--- config.mk ---
export PLATFORM = sky130hd
export DESIGN_NAME = mqtt_fixed_header_framer_unit
export DESIGN_NICKNAME = d
export VERILOG_FILES = /design/src/hw/rtl/mfhf_pkg.sv /design/src/hw/rtl/mqtt_fixed_header_framer_unit.sv
export SDC_FILE = /design/constraint.sdc
export NUM_CORES = 1
export LEC_CHECK = 0
export ABC_AREA = 1
export BUFFER_PORTS_ARGS = -buffer_cell sky130_fd_sc_hd__clkbuf_2
export CAP_MARGIN = 20
export CELL_PAD_IN_SITES_DETAIL_PLACEMENT = 0
export CELL_PAD_IN_SITES_GLOBAL_PLACEMENT = 1
export CORE_MARGIN = 3
export CORE_UTILIZATION = 44
export CTS_CLUSTER_DIAMETER = 80
export DETAILED_ROUTE_END_ITERATION = 6
export PLACE_DENSITY_LB_ADDON = 0.1
export SYNTH_ARGS = -nofsm -noshare
export SYNTH_HDL_FRONTEND = slang
export SYNTH_SLANG_ARGS = --single-unit
--- constraint.sdc ---
create_clock -name clk_i -period 2.9 [get_ports clk_i]
set_input_delay 0.29 -clock clk_i [delete_from_list [all_inputs] [get_ports clk_i]]
set_output_delay 0.29 -clock clk_i [all_outputs]
set_load 0.005 [all_outputs]
--- src/hw/rtl/mfhf_pkg.sv ---
`timescale 1ns / 1ps

package mfhf_pkg;

  localparam int unsigned LenW  = 28;

  localparam logic [LenW-1:0] LenMax = {LenW{1'b1}};

  // byte kinds
  localparam logic [1:0] KIND_TYPE    = 2'd0;
  localparam logic [1:0] KIND_LENGTH  = 2'd1;
  localparam logic [1:0] KIND_PAYLOAD = 2'd2;
  localparam logic [1:0] KIND_DISCARD = 2'd3;

  // error codes
  localparam logic [1:0] ERR_NONE     = 2'd0;
  localparam logic [1:0] ERR_TYPE     = 2'd1;
  localparam logic [1:0] ERR_LEN_LONG = 2'd2;
  localparam logic [1:0] ERR_LEN_MAX  = 2'd3;

  // control packet types with fixed flags
  localparam logic [3:0] TYPE_RESERVED_LO = 4'd0;
  localparam logic [3:0] TYPE_RESERVED_HI = 4'd15;
  localparam logic [3:0] TYPE_SUBSCRIBE   = 4'd8;
  localparam logic [3:0] TYPE_UNSUBSCRIBE = 4'd10;
  localparam logic [3:0] FLAGS_SUBSCRIBE  = 4'd2;

endpackage

--- src/hw/rtl/mqtt_fixed_header_framer_unit.sv ---
`timescale 1ns / 1ps

// MQTT fixed-header framer. Takes one byte per transfer on the input channel and
// gives one result per byte on the output channel: the byte echoed, its kind
// (type, length, payload, or discarded), the held packet type and flags, the
// decoded remaining length, a last-of-packet mark and an error code. Invalid
// types (0, 15, and SUBSCRIBE/UNSUBSCRIBE with flags other than 2), a length
// field longer than four bytes, and a length above the configured length limit
// all flag an error and return the framer to waiting for a type byte. Throughput
// is one byte per clock while the consumer keeps up: the framer state updates and
// the result register loads in the same cycle a byte is accepted, and output
// valid follows in the cycle after the input transfer. The single result register
// is the only buffer; while it is full and the consumer stalls, in_ready_o is low.
// cfg_we_i writes the 28-bit limit and should only be used while no byte is in flight.
module mqtt_fixed_header_framer_unit (
  input  logic                      clk_i,
  input  logic                      rst_ni,
  // configuration
  input  logic                      cfg_we_i,
  input  logic [mfhf_pkg::LenW-1:0] cfg_wdata_i,
  // byte input
  input  logic                      in_valid_i,
  output logic                      in_ready_o,
  input  logic [7:0]                byte_in_i,
  // result output
  output logic                      out_valid_o,
  input  logic                      out_ready_i,
  output logic [7:0]                byte_out_o,
  output logic [1:0]                byte_kind_o,
  output logic [3:0]                pkt_type_o,
  output logic [3:0]                pkt_flags_o,
  output logic [mfhf_pkg::LenW-1:0] rem_len_o,
  output logic                      last_of_packet_o,
  output logic [1:0]                error_code_o
);

  // framer phases
  localparam logic [1:0] PH_TYPE = 2'd0;
  localparam logic [1:0] PH_LEN  = 2'd1;
  localparam logic [1:0] PH_PAY  = 2'd2;

  // configuration register
  logic [mfhf_pkg::LenW-1:0] max_len_q;

  // framer state
  logic [1:0]                phase_q, phase_d;
  logic [mfhf_pkg::LenW-1:0] accum_q, accum_d;
  logic [1:0]                len_idx_q, len_idx_d;
  logic [mfhf_pkg::LenW-1:0] remain_q, remain_d;
  logic [3:0]                type_q, type_d;
  logic [3:0]                flags_q, flags_d;

  // result register
  logic                      out_valid_q;
  logic [7:0]                byte_q;
  logic [1:0]                kind_q, kind_d;
  logic [mfhf_pkg::LenW-1:0] rlen_q, rlen_d;
  logic                      last_q, last_d;
  logic [1:0]                err_q, err_d;

  logic                      in_xfer;
  logic [mfhf_pkg::LenW-1:0] group_shifted;
  logic [mfhf_pkg::LenW-1:0] accum_new;
  logic [mfhf_pkg::LenW-1:0] remain_dec;
  logic [3:0]                byte_type;
  logic [3:0]                byte_flags;
  logic                      type_ok;

  // result register frees up in the same cycle it is drained
  assign in_ready_o = !out_valid_q || out_ready_i;
  assign in_xfer    = in_valid_i && in_ready_o;

  assign byte_type  = byte_in_i[7:4];
  assign byte_flags = byte_in_i[3:0];

  // seven-bit length group placed by its index, least-significant first
  always_comb begin
    case (len_idx_q)
      2'd0:    group_shifted = {{(mfhf_pkg::LenW-7){1'b0}}, byte_in_i[6:0]};
      2'd1:    group_shifted = {{(mfhf_pkg::LenW-14){1'b0}}, byte_in_i[6:0], 7'd0};
      2'd2:    group_shifted = {{(mfhf_pkg::LenW-21){1'b0}}, byte_in_i[6:0], 14'd0};
      default: group_shifted = {byte_in_i[6:0], 21'd0};
    endcase
  end

  assign accum_new  = accum_q | group_shifted;
  assign remain_dec = (remain_q != '0) ?
                      remain_q - {{(mfhf_pkg::LenW-1){1'b0}}, 1'b1} : remain_q;

  always_comb begin
    type_ok = (byte_type != mfhf_pkg::TYPE_RESERVED_LO) &&
              (byte_type != mfhf_pkg::TYPE_RESERVED_HI);
    if (((byte_type == mfhf_pkg::TYPE_SUBSCRIBE) ||
         (byte_type == mfhf_pkg::TYPE_UNSUBSCRIBE)) &&
        (byte_flags != mfhf_pkg::FLAGS_SUBSCRIBE)) begin
      type_ok = 1'b0;
    end
  end

  // next state and result for the byte at the input
  always_comb begin
    phase_d   = phase_q;
    accum_d   = accum_q;
    len_idx_d = len_idx_q;
    remain_d  = remain_q;
    type_d    = type_q;
    flags_d   = flags_q;
    kind_d    = mfhf_pkg::KIND_TYPE;
    rlen_d    = '0;
    last_d    = 1'b0;
    err_d     = mfhf_pkg::ERR_NONE;

    case (phase_q)
      PH_LEN: begin
        accum_d = accum_new;
        if (byte_in_i[7]) begin
          if (len_idx_q == 2'd3) begin
            // continuation on the fourth length byte
            kind_d  = mfhf_pkg::KIND_DISCARD;
            err_d   = mfhf_pkg::ERR_LEN_LONG;
            phase_d = PH_TYPE;
          end else begin
            kind_d    = mfhf_pkg::KIND_LENGTH;
            len_idx_d = len_idx_q + 2'd1;
          end
        end else begin
          rlen_d = accum_new;
          if (accum_new > max_len_q) begin
            kind_d  = mfhf_pkg::KIND_DISCARD;
            err_d   = mfhf_pkg::ERR_LEN_MAX;
            phase_d = PH_TYPE;
          end else if (accum_new == '0) begin
            // empty packet ends on its length byte
            kind_d  = mfhf_pkg::KIND_LENGTH;
            last_d  = 1'b1;
            phase_d = PH_TYPE;
          end else begin
            kind_d   = mfhf_pkg::KIND_LENGTH;
            remain_d = accum_new;
            phase_d  = PH_PAY;
          end
        end
      end
      PH_PAY: begin
        kind_d   = mfhf_pkg::KIND_PAYLOAD;
        rlen_d   = accum_q;
        remain_d = remain_dec;
        if (remain_dec == '0) begin
          last_d  = 1'b1;
          phase_d = PH_TYPE;
        end
      end
      default: begin
        // type byte; unused phase code behaves the same
        type_d  = byte_type;
        flags_d = byte_flags;
        if (type_ok) begin
          kind_d    = mfhf_pkg::KIND_TYPE;
          phase_d   = PH_LEN;
          accum_d   = '0;
          len_idx_d = '0;
          remain_d  = '0;
        end else begin
          kind_d  = mfhf_pkg::KIND_DISCARD;
          err_d   = mfhf_pkg::ERR_TYPE;
          phase_d = PH_TYPE;
        end
      end
    endcase
  end

  always_ff @(posedge clk_i or negedge rst_ni) begin
    if (!rst_ni) begin
      max_len_q <= mfhf_pkg::LenMax;
    end else if (cfg_we_i) begin
      max_len_q <= cfg_wdata_i;
    end
  end

  always_ff @(posedge clk_i or negedge rst_ni) begin
    if (!rst_ni) begin
      phase_q   <= PH_TYPE;
      accum_q   <= '0;
      len_idx_q <= '0;
      remain_q  <= '0;
      type_q    <= '0;
      flags_q   <= '0;
    end else if (in_xfer) begin
      phase_q   <= phase_d;
      accum_q   <= accum_d;
      len_idx_q <= len_idx_d;
      remain_q  <= remain_d;
      type_q    <= type_d;
      flags_q   <= flags_d;
    end
  end

  always_ff @(posedge clk_i or negedge rst_ni) begin
    if (!rst_ni) begin
      out_valid_q <= 1'b0;
    end else if (in_ready_o) begin
      out_valid_q <= in_valid_i;
    end
  end

  // payload of the result register, no reset needed
  always_ff @(posedge clk_i) begin
    if (in_xfer) begin
      byte_q  <= byte_in_i;
      kind_q  <= kind_d;
      rlen_q  <= rlen_d;
      last_q  <= last_d;
      err_q   <= err_d;
    end
  end

  assign out_valid_o      = out_valid_q;
  assign byte_out_o       = byte_q;
  assign byte_kind_o      = kind_q;
  assign pkt_type_o       = type_q;
  assign pkt_flags_o      = flags_q;
  assign rem_len_o        = rlen_q;
  assign last_of_packet_o = last_q;
  assign error_code_o     = err_q;

  // an error always comes with a discarded byte
  assert property (@(posedge clk_i) disable iff (!rst_ni)
    out_valid_q && (err_q != mfhf_pkg::ERR_NONE) |-> kind_q == mfhf_pkg::KIND_DISCARD)
    else $error("error flagged on a byte not marked discarded");

  // a packet never ends on an error or a type byte
  assert property (@(posedge clk_i) disable iff (!rst_ni)
    out_valid_q && last_q |->
      (err_q == mfhf_pkg::ERR_NONE) &&
      ((kind_q == mfhf_pkg::KIND_LENGTH) || (kind_q == mfhf_pkg::KIND_PAYLOAD)))
    else $error("last_of_packet on an invalid byte");

  // payload phase always has bytes left to pass
  assert property (@(posedge clk_i) disable iff (!rst_ni)
    phase_q == PH_PAY |-> remain_q != '0)
    else $error("payload phase with no bytes remaining");

  // an accepted byte shows up in the result register next cycle
  assert property (@(posedge clk_i) disable iff (!rst_ni)
    in_xfer |=> out_valid_q)
    else $error("accepted byte lost");

  // after a completed packet the framer waits for a type byte
  assert property (@(posedge clk_i) disable iff (!rst_ni)
    in_xfer && last_d |=> phase_q == PH_TYPE)
    else $error("framer not back to type phase after packet end");

endmodule

==> results by group, run 1 <==
Outcome
  – Status: finished with violations
  – Failing checks: negative setup slack

Critical path
  – CP arrival: about 3.2 ns
  – Slowest cell on crit path: dfrtp_1
  – Crit path cell chain: buf_6 -> ha_4 -> inv_4 -> buf_12 -> a31oi_2 -> inv_1 -> ha_1 -> nand2_1 -> nor4_2 -> buf_4 -> nand3_2 -> nand2_2 -> nand3_2 -> nand2_4 -> nand2_8 -> clkbuf_16 -> nand2_1 -> o21ai_2
  – CP startpoint kind: register
  – Max incr delay on CP: about 0.42 ns
  – Critical path required time: between 3 and 4 ns
  – Critical path class: register to register
  – Crit. End Element: register
  – Largest fanout on the critical path: 8

Finish
  – Most frequent cells in the layout: 309 x nand2_1, 119 x inv_1, 90 x clkbuf_2
  – Commonest non-fill, non-tap cell in the layout: nand2_1
  – Share of cells above drive strength 1: 27.3%
  – Layout overhead on the synthesized area: 30.3%
  – Ant diodes: 0
  – Register area: about 0.0037 mm²
  – Net count, final: 1,274
  – Area occupied by multi-input gates: slightly above 0.004 mm²
  – # fillers: around 1,600

Timing
  – Final hold slack: 0.0518 ns
  – Final worst slack: -0.00226 ns
  – Final Setup Violations: 1
  – RSZ-0062 raised after global routing: true
  – Peak Freq: ~340 MHz
  – Max Transition Viols Final: 0
  – Slew margin rel.: between 50% and 60%
  – Final Critical Period: a little under 3 ns
  – Crit share post-route: 100%
  – Clock skew: ~0.011 ns
  – Hold Violations, Final: 0
  – Worst-margin pin slew: 0.658 ns

Floorplan
  – Core Region: 0.0176 mm²
  – Die area: between 0.015 and 0.02 mm²
  – Die span in y: around 140 µm
  – Die X: roughly 140 µm
  – Initial Util: 45.7%
  – # rows: between 40 and 50
  – Io pins: 92

Clock network
  – Worst skew pair latency: 0.43 ns
  – Max clock buf depth: 2
  – CTS H-tree lvls: 4
  – Cts bufs inserted: 17
  – CTS tree: yes
  – Clock root buffer: clkbuf_16
  – Clock sinks: about 140
  – Reg clk slew, reported paths: ~0.070 ns

Route
  – WL per Instance: between 15 and 20 µm
  – DR iter-0 viols: about 680
  – Final WL: about 26,000 µm
  – DR pass1 iterations: 5
  – Detailed-route DRC error count: 0
  – Via density: 5.36
  – Vias: just under 8,000
  – Routed Antenna Nets: 0

Synthesis
  – Count of cell types in the netlist: 43
  – Synth Area in Simple Gates: approximately a quarter
  – Largest family of logic cells by synthesized area: simple AND/OR/NAND/NOR gates
  – Synthesized flop and latch total: 138
  – Post-Syn Instances: 1,035
  – Synth Area in XOR/XNOR: less than 1%
  – Sequential fraction of the synthesis area: between 40 and 50%
  – Synthesis Warnings: 0
  – Synth Area per Inst: between 7 and 8 µm²
  – Synth Cell Area: between 0.008 and 0.009 mm²
  – Multiplexer share of the synthesized area: less than 1%
  – Compound-Gate Fraction of Synth Area: 12.6%
  – Synth Area in Adders: roughly 5.8%
  – Syn Nets: around 1,100

Placement
  – Pre-CTS setup slack: -0.161 ns
  – Routability cong.: between 0.8 and 0.9
  – IO Port Bufs: 91
  – Hpwl dp: between 15,000 and 20,000 µm

GRT
  – Vias in the first global route: 7,294
  – Largest net degree at the start of global routing: between 40 and 50
  – Gr usage total: approximately 26%
  – Initial antenna violation count: 0
  – Grt ovf: 0
  – First-pass GRT wire length: roughly 40,000 µm

Min path
  – Hold Path Class: input pin to register

Pwr
  – Peak supply drop: roughly 0.00095 V
  – Pwr/cell area: between 1000 and 1500 mW/mm²
  – Leak: between 0.005 and 0.006 µW
  – Total Power: between 10,000 and 15,000 µW

Flow run
  – Maxcap violations: 0
[cell usage after synthesis (all sizes together)]
cell / count / area (µm²)
mux2: 2 / 22.5
or2: 3 / 18.8
o32ai: 5 / 43.8
ha: 37 / 463
xor2: 6 / 52.6
nand3: 44 / 235
a211oi: 2 / 15.0
dfstp: 28 / 736
o21bai: 1 / 7.51
nand4: 20 / 125
nand2: 323 / 1220
o21a: 1 / 7.51
nor2: 97 / 387
clkinv: 2 / 7.51
nor4: 1 / 6.26
o211ai: 2 / 15.0
nand3b: 2 / 15.0
o22ai: 27 / 169
o31ai: 5 / 42.5
a31oi: 9 / 62.6
edfxtp: 41 / 1230
a21boi: 1 / 7.51
o21ai: 99 / 495
dfrtp: 69 / 1730
buf: 17 / 141
inv: 131 / 494
a21oi: 30 / 150
clkbuf: 20 / 75.1
xnor2: 2 / 17.5
nor3: 8 / 40.0
[path summary, 6_finish.rpt]
kind / from / endpoint / slack (ns) / cells after the start
hold reg to reg: pkt_flags_o[1] / pkt_flags_o[1] / 0.49 / 2
hold / removal: cfg_wdata_i[9] / max_len_q[9] / 0.05 / 3
max in group asynchronous: rst_ni / max_len_q[3] / 1.76 / 3
setup / recovery: len_idx_q[1] / remain_q[21] / -0.002 / 18
setup reg to reg: len_idx_q[1] / remain_q[21] / -0.002 / 18
min in group asynchronous: rst_ni / pkt_flags_o[0] / 0.43 / 2
[final cells by class]
| type | instances | area share [%] |
|---|---|---|
| Inverter | 133 | 4.89 |
| Clock buffer | 24 | 5.01 |
| Timing Repair Buffer | 178 | 11.8 |
| Tap cell | 225 | 2.69 |
| Multi-Input combinational cell | 728 | 39.5 |
| Sequential cell | 138 | 35.3 |
| Clock inverter | 8 | 0.789 |
[where the power goes]
| part | total (µW) | internal (µW) | switching (µW) |
|---|---|---|---|
| sequential | 2640 | 2360 | 284 |
| combinational | 7620 | 2660 | 4960 |
| clock | 2220 | 1350 | 866 |
| total | 12500 | 6370 | 6110 |
[per-stage QoR]
stage | area [µm²] | TNS [ns] | util [%] | cells
3_3_place_gp | 9100 | -5.48 | 51.7 | 1381
6_report | 10500 | -0.00226 | 59.5 | 1434
4_1_cts | 9860 | 0 | 56.0 | 1424
3_5_place_dp | 9100 | -3.92 | 51.7 | 1381
2_1_floorplan | 8040 | 0 | - | 1035
5_1_grt | 10500 | -2.53 | 59.5 | 1434
[cells by family (layout without fill, tap and decap cells)]
family	count (synthesis)	in the layout
AOI/OAI and AO/OA	182	182
xor gates and xnor gates	8	8
adders and majority gates	37	37
buffers and inverters	170	343
DFF	138	138
muxes	2	2
and+or+nand+nor	498	499
[critical path: cells and delay by family (launching register included)]
family / cells / cell delay [ns]
AO/OA/AOI/OAI: 2 / 0.22
buffers and inverters: 6 / 0.78
flip-flops: 1 / 0.42
AND/OR/NAND/NOR: 8 / 0.89
adder cells (fa/ha/maj): 2 / 0.49
[timing repair]
| item | 4_1_cts | 5_1_grt |
|---|---|---|
| endpoints found under the hold margin | 44 | 0 |
| cloned | 0 | 4 |
| resized for setup | 16 | 99 |
| buffers inserted | 10 | 6 |
| pin swaps | 6 | 22 |
| hold buffers | 1 | 0 |
| endpoints found under the setup margin | 32 | 34 |
[flip-flops by register name (all words and copies together) (netlist names)]
name,flops
accum_q,28
max_len_q,28
rem_len_o,28
remain_q,28
byte_out_o,8
pkt_flags_o,4
pkt_type_o,4
byte_kind_o,2
error_code_o,2
len_idx_q,2
phase_q,2
last_of_packet_o,1
out_valid_o,1
[layer usage]
layer / part of all wire [%] / track usage, % / up-vias / wire length (µm)
li1: - / - / 3722 / -
met1: 46 / 37.9 / 3647 / 12000
met2: 46 / 40.1 / 285 / 12000
met3: 6.5 / 4.48 / 32 / 1690
met4: 1.3 / 6.43 / 0 / 330
met5: 0 / 0 / - / 0
Note: power is estimated with default switching activity, not from simulation.
==> run 2: changes to the inputs <==
CORE_UTILIZATION = 45   (was 44)
clock period = 3.5 ns   (was 2.9 ns; I/O delays follow)
==> run 2 against run 1 <==
Compared with the run above: the flow now finishes without violations; cell count decreased by 3.8%; first-iteration DRC count rose by 12%; total power fell by 22%; clock power fell by 18%; register-to-register slack improved by 0.28 ns; hold slack got worse by 0.0020 ns; wire length is 5.4% lower; sequential power fell by 18%; die area fell by 2.1%; global-route usage fell by 0.31 points; critical path type unchanged; largest cell class is now flip-flops and latches; largest power group unchanged.
==> results by group, run 2 (same netlist as run 1, synthesis figures left out) <==
Outcome
  – Status: finished, final reports clean (was finished with violations)

Clock network
  – Worst skew pair latency: 0.42 ns (was 0.43 ns)
  – Clock sinks: 138 (unchanged)
  – Setup Fix Bufs, Post-CTS: 0 (was 10)
  – Max clock buf depth: 2 (unchanged)
  – Hold-fix buffers at CTS: 0 (was 1)
  – CTS H-tree lvls: 4 (unchanged)
  – Clock root buffer: clkbuf_16 (unchanged)
  – Reg clk slew, reported paths: 0.06 ns (was 0.07 ns)
  – Cts bufs inserted: 17 (unchanged)
  – CTS tree: yes (unchanged)

Floorplan
  – Die X: 140 µm (was 141 µm)
  – Initial Util: 46.1% (was 45.7%)
  – Io pins: 92 (unchanged)
  – # rows: 48 (unchanged)
  – Die span in y: 140 µm (was 141 µm)
  – Core Region: 0.0174 mm² (was 0.0176 mm²)
  – Die area: 0.0195 mm² (was 0.0199 mm²)

Pwr
  – Pwr/cell area: 1020 mW/mm² (was 1190 mW/mm²)
  – Switching share of power: 49.7% (was 48.9%)
  – Sw Pwr: 4810 µW (was 6110 µW)
  – Internal power: 4870 µW (was 6370 µW)
  – Clock group share of total power: 18.9% (was 17.8%)
  – Leak: 0.00469 µW (was 0.00505 µW)
  – Combinational power share: 58.8% (was 61.0%)
  – Reg power frac: 22.3% (was 21.2%)
  – Peak supply drop: 0.000555 V (was 0.000945 V)

Critical path
  – R2R Setup Slk: 0.28 ns (was -0.002 ns)
  – Largest fanout on the critical path: 19 (was 8)
  – CP startpoint kind: register (unchanged)
  – CP arrival: 3.52 ns (was 3.22 ns)
  – Critical path class: register to register (unchanged)
  – Critical path required time: 3.80 ns (was 3.22 ns)
  – Crit. End Element: register (unchanged)

Timing
  – Setup TNS: 0 ns (was -0.00226 ns)
  – Max Transition Viols Final: 0 (unchanged)
  – Clock skew: 0.00921 ns (was 0.0105 ns)
  – RSZ-0062 raised after global routing: false (was true)
  – Final Setup Violations: 0 (was 1)
  – Final hold slack: 0.0499 ns (was 0.0518 ns)
  – Hold Violations, Final: 0 (unchanged)
  – Worst-margin pin slew: 0.944 ns (was 0.658 ns)
  – Final Critical Period: 3.22 ns (was 2.90 ns)
  – Slew margin rel.: 37.1% (was 56.1%)
  – Crit share post-route: 92.1% (was 100%)
  – Peak Freq: 310 MHz (was 345 MHz)

Finish
  – Final Non-Filler Cells: 1,379 (was 1,434)
  – Layout overhead on the synthesized area: 17.9% (was 30.3%)
  – Net count, final: 1,219 (was 1,274)
  – Most frequent cells in the layout: 320 x nand2_1, 127 x inv_1, 95 x o21ai_0 (was 309 x nand2_1, 119 x inv_1, 90 x clkbuf_2)
  – Post-layout util: 54.4% (was 59.5%)
  – Commonest non-fill, non-tap cell in the layout: nand2_1 (unchanged)
  – Share of cells above drive strength 1: 18.4% (was 27.3%)
  – Ant diodes: 0 (unchanged)

Route
  – Vias: 7,389 (was 7,686)
  – Detailed-route DRC error count: 0 (unchanged)
  – DR iter-0 viols: 761 (was 682)
  – WL per Instance: 17.9 µm (was 18.2 µm)
  – Via density: 5.36 (about the same)
  – Final WL: 24,700 µm (was 26,100 µm)
  – DR pass1 iterations: 6 (was 5)
  – Routed Antenna Nets: 0 (unchanged)

GRT
  – Largest net degree at the start of global routing: 71 (was 49)
  – Initial antenna violation count: 0 (unchanged)
  – Vias in the first global route: 6,922 (was 7,294)
  – Grt ovf: 0 (unchanged)
  – First-pass GRT wire length: 38,700 µm (was 39,800 µm)
  – Gr usage total: 25.6% (was 25.9%)

Placement
  – Dpl cells: 1,346 (was 1,381)
  – Hpwl dp: 18,600 µm (was 19,000 µm)
  – Routability cong.: 0.919 (was 0.884)
  – IO Port Bufs: 91 (unchanged)

Flow run
  – Maxcap violations: 0 (unchanged)

Min path
  – Hold Path Class: input pin to asynchronous set/reset pin (was input pin to register)
==> run 2: critical path, stage by stage, from the launching register on <==
cell and delay [ns]:
dfrtp_1 0.42, ha_2 0.29, a21oi_2 0.29, inv_1 0.13
ha_1 0.32, nand2_1 0.09, nor2_1 0.17, nand2_1 0.11
nor4_2 0.30, nand3_1 0.11, nand2_1 0.20, nand3_2 0.11
nand2_2 0.09, nand2_4 0.13, buf_12 0.19, nand2_1 0.05
o21ai_0 0.08
==> run 2: area by class of cell <==
type | count | area, µm²
multi-input combinational | 727 | 3650
fill | 1725 | 7940
clock buffer | 23 | 543
timing repair buffer | 124 | 738
inverter | 133 | 502
tap | 225 | 282
sequential | 138 | 3690
clock inverter | 9 | 68.8
==> run 2: path summary, 6_finish.rpt <==
kind,from,to,cells past startpoint
max,len_idx_q[0],remain_q[21],16
min,rst_ni,pkt_type_o[0],1
max reg2reg,len_idx_q[0],remain_q[21],16
min reg2reg,pkt_type_o[0],pkt_type_o[0],2
max in group asynchronous,rst_ni,max_len_q[2],2
min in group clk_i,cfg_wdata_i[20],max_len_q[20],3
==> run 2: power by group through the flow <==
| stage | clock network, µW | logic, µW | registers (µW) |
|---|---|---|---|
| 2_1_floorplan | 0 | 3900 | 2130 |
| 3_3_place_gp | 0 | 5590 | 2180 |
| 3_5_place_dp | 0 | 5570 | 2190 |
| 4_1_cts | 1850 | 5610 | 2160 |
| 5_1_grt | 1930 | 6390 | 2190 |
| 6_report | 1830 | 5690 | 2160 |
==> run 2: through the flow <==
stage	setup slack (ns)	power [µW]	area, µm²
after floorplan	0.862	6040	8040
after global placement	0.123	7780	8810
after detailed placement	-0.00224	7760	8810
after CTS	0.139	9610	9430
after global routing	0.0498	10500	9470
final	0.278	9680	9470
==> run 2: timing repair <==
item / in CTS / in global routing
setup endpoints to repair: 25 / 28
pin swaps: 0 / 0
endpoints found under the hold margin: 0 / 0
resized for setup: 2 / 3
==> run 2: per-layer routing <==
metal	up-vias	routed length (µm)	GRT usage [%]	share of wire, %
met5	-	0	0	0
met3	25	1880	4.36	7.6
met2	274	10900	38.3	44
met1	3494	11500	38.9	47
li1	3596	-	-	-
met4	0	363	6.12	1.5
==> run 3: changes to the inputs <==
BUFFER_PORTS_ARGS = -buffer_cell sky130_fd_sc_hd__buf_2   (was -buffer_cell sky130_fd_sc_hd__clkbuf_2)
CORE_UTILIZATION = 44   (was 45)
clock period = 3.45 ns   (was 3.5 ns; I/O delays follow)
==> run 3 against run 2 <==
Compared with the run above: wire length decreased by 1.0%; fmax up 1.5%; largest cell class unchanged; largest power group unchanged; total power up 2.5%; register-to-register slack is essentially flat; clock-buffer cell count decreased by 1; sequential cell count did not move; clock skew decreased by 0.0032 ns; cell count rose by 0.29%.
==> results by group, run 3 (same netlist as run 1, synthesis figures left out) <==
Clock network
  – Worst skew pair latency: 0.42 ns (about the same)
  – Cts bufs inserted: 17 (unchanged)
  – Reg clk slew, reported paths: 0.06 ns (about the same)
  – Max clock buf depth: 2 (unchanged)
  – CTS tree: yes (unchanged)
  – Clock root buffer: clkbuf_16 (unchanged)
  – Clock sinks: 138 (unchanged)
  – CTS H-tree lvls: 4 (unchanged)
  – Setup Fix Bufs, Post-CTS: 0 (unchanged)

Critical path
  – WP buf/inv: 3 (was 2)
  – Top delay family on crit path: simple AND/OR/NAND/NOR gates (unchanged)
  – Cell mode on critical path: nand2_1 (unchanged)
  – Largest fanout on the critical path: 28 (was 19)
  – Crit path cell chain: ha_2 -> inv_2 -> a31oi_1 -> inv_1 -> ha_1 -> nand2_1 -> nor3_1 -> nand2_1 -> nand3_1 -> nand2_1 -> nand2_1 -> nand2_1 -> nand3_2 -> nand2_2 -> nand2_8 -> inv_6 -> nand2_1 -> nand2_1 (was ha_2 -> a21oi_2 -> inv_1 -> ha_1 -> nand2_1 -> nor2_1 -> nand2_1 -> nor4_2 -> nand3_1 -> nand2_1 -> nand3_2 -> nand2_2 -> nand2_4 -> buf_12 -> nand2_1 -> o21ai_0)
  – R2R Setup Slk: 0.28 ns (about the same)
  – CP startpoint kind: register (unchanged)
  – Critical path required time: 3.76 ns (was 3.80 ns)
  – Slowest cell on crit path: dfrtp_1 (unchanged)
  – Critical path class: register to register (unchanged)
  – RR Startpoint: len_idx_q[0] (unchanged)
  – CP arrival: 3.49 ns (was 3.52 ns)
  – Crit. End Element: register (unchanged)
  – Max incr delay on CP: 0.42 ns (about the same)
  – FF-to-FF End: remain_q[15] (was remain_q[21])
  – R2R cell count: 18 (was 16)

Route
  – Detailed-route DRC error count: 0 (unchanged)
  – Routed Antenna Nets: 0 (unchanged)
  – Vias: 7,446 (was 7,389)
  – DR iter-0 viols: 627 (was 761)
  – Final WL: 24,400 µm (was 24,700 µm)
  – WL per Instance: 17.6 µm (was 17.9 µm)
  – Via density: 5.38 (was 5.36)
  – DR pass1 iterations: 5 (was 6)

Timing
  – Clock skew: 0.00598 ns (was 0.00921 ns)
  – Final Critical Period: 3.17 ns (was 3.22 ns)
  – Peak Freq: 315 MHz (was 310 MHz)
  – Hold Violations, Final: 0 (unchanged)
  – Setup TNS: 0 ns (unchanged)
  – Final hold slack: 0.126 ns (was 0.0499 ns)
  – Final worst slack: 0.276 ns (was 0.278 ns)
  – Worst-margin pin slew: 0.797 ns (was 0.944 ns)
  – Slew margin rel.: 46.9% (was 37.1%)
  – Max Transition Viols Final: 0 (unchanged)
  – RSZ-0062 raised after global routing: false (unchanged)
  – Final Setup Violations: 0 (unchanged)
  – Crit share post-route: 92.0% (was 92.1%)

Finish
  – Final Non-Filler Cells: 1,383 (was 1,379)
  – Most frequent cells in the layout: 320 x nand2_1, 127 x inv_1, 95 x o21ai_0 (unchanged)
  – Layout overhead on the synthesized area: 18.1% (was 17.9%)
  – Net count, final: 1,223 (was 1,219)
  – Share of cells above drive strength 1: 18.3% (was 18.4%)
  – Final instance area: 0.00949 mm² (was 0.00947 mm²)
  – Commonest non-fill, non-tap cell in the layout: nand2_1 (unchanged)
  – Ant diodes: 0 (unchanged)

Floorplan
  – Io pins: 92 (unchanged)
  – Core Region: 0.0176 mm² (was 0.0174 mm²)
  – Die span in y: 141 µm (was 140 µm)
  – Initial Util: 45.7% (was 46.1%)
  – # rows: 48 (unchanged)
  – Die area: 0.0199 mm² (was 0.0195 mm²)
  – Die X: 141 µm (was 140 µm)

GRT
  – Gr usage total: 25.4% (was 25.6%)
  – Vias in the first global route: 7,060 (was 6,922)
  – Grt ovf: 0 (unchanged)
  – Initial antenna violation count: 0 (unchanged)
  – Largest net degree at the start of global routing: 56 (was 71)
  – First-pass GRT wire length: 39,000 µm (was 38,700 µm)

Placement
  – IO Port Bufs: 91 (unchanged)
  – Dpl cells: 1,349 (was 1,346)
  – Routability cong.: 0.942 (was 0.919)
  – Hpwl dp: 18,800 µm (was 18,600 µm)
  – Placed Area: 0.00883 mm² (was 0.00881 mm²)
  – Pre-CTS setup slack: 0.125 ns (was -0.00224 ns)

Min path
  – Min-delay src: cfg_wdata_i[11]
  – Hold Path Class: input pin to register (was input pin to asynchronous set/reset pin)
  – WHS Path Cells: 3
  – Hold EP: max_len_q[11]

Pwr
  – Peak supply drop: 0.000677 V (was 0.000555 V)
  – Pwr/cell area: 1050 mW/mm² (was 1020 mW/mm²)
  – Leak: 0.00468 µW (was 0.00469 µW)

Outcome
  – Status: finished, final reports clean (unchanged)

Flow run
  – Maxcap violations: 0 (unchanged)
==> run 3: per-layer routing <==
metal / routed length, µm / GRT usage [%]
met5: 0 / 0
met4: 579 / 9.28
met3: 1990 / 5.56
met2: 10300 / 35.7
met1: 11500 / 38.4
==> run 3: worst min-delay path, delay by kind of cell <==
| kind | cells | cell delay (ns) |
|---|---|---|
| AO/OA/AOI/OAI | 1 | 0.06 |
| AND/OR/NAND/NOR | 1 | 0.04 |
| buffers and inverters | 1 | 0.07 |
==> run 3: worst max-delay path by stage <==
stage	from	endpoint	slack (ns)	cells after the start
after floorplan	len_idx_q[0]	remain_q[23]	0.81	17
after global placement	len_idx_q[0]	remain_q[1]	0.22	18
after detailed placement	len_idx_q[0]	remain_q[0]	0.12	17
after CTS	len_idx_q[0]	remain_q[15]	0.08	17
after global routing	len_idx_q[0]	remain_q[1]	0.05	17
final	len_idx_q[0]	remain_q[15]	0.28	18
==> run 3: power breakdown <==
group / leakage, µW / switching [µW] / internal [µW]
Combinational: 0.00276 / 4010 / 1900
Clock: 0.000285 / 702 / 1120
Sequential: 0.00164 / 207 / 1980
Total: 0.00468 / 4920 / 5010
==> run 3: layout make-up <==
type	count	area, µm²
Inverter	133	504
Sequential cell	138	3690
Clock inverter	10	116
Timing Repair Buffer	128	771
Multi-Input combinational cell	727	3650
Tap cell	225	282
Clock buffer	22	475
Fill cell	1707	8110
==> run 3: timing repair <==
action	in CTS	in global routing
hold buffers	1	0
endpoints found under the setup margin	0	28
endpoints found under the hold margin	21	0
gates resized for setup	0	6
==> run 3: stage by stage <==
stage	total power (µW)	utilization, %
after floorplan	6130	-
after global placement	7960	50.2
after detailed placement	7950	50.2
after CTS	9810	53.6
after global routing	10700	53.9
final	9930	53.9
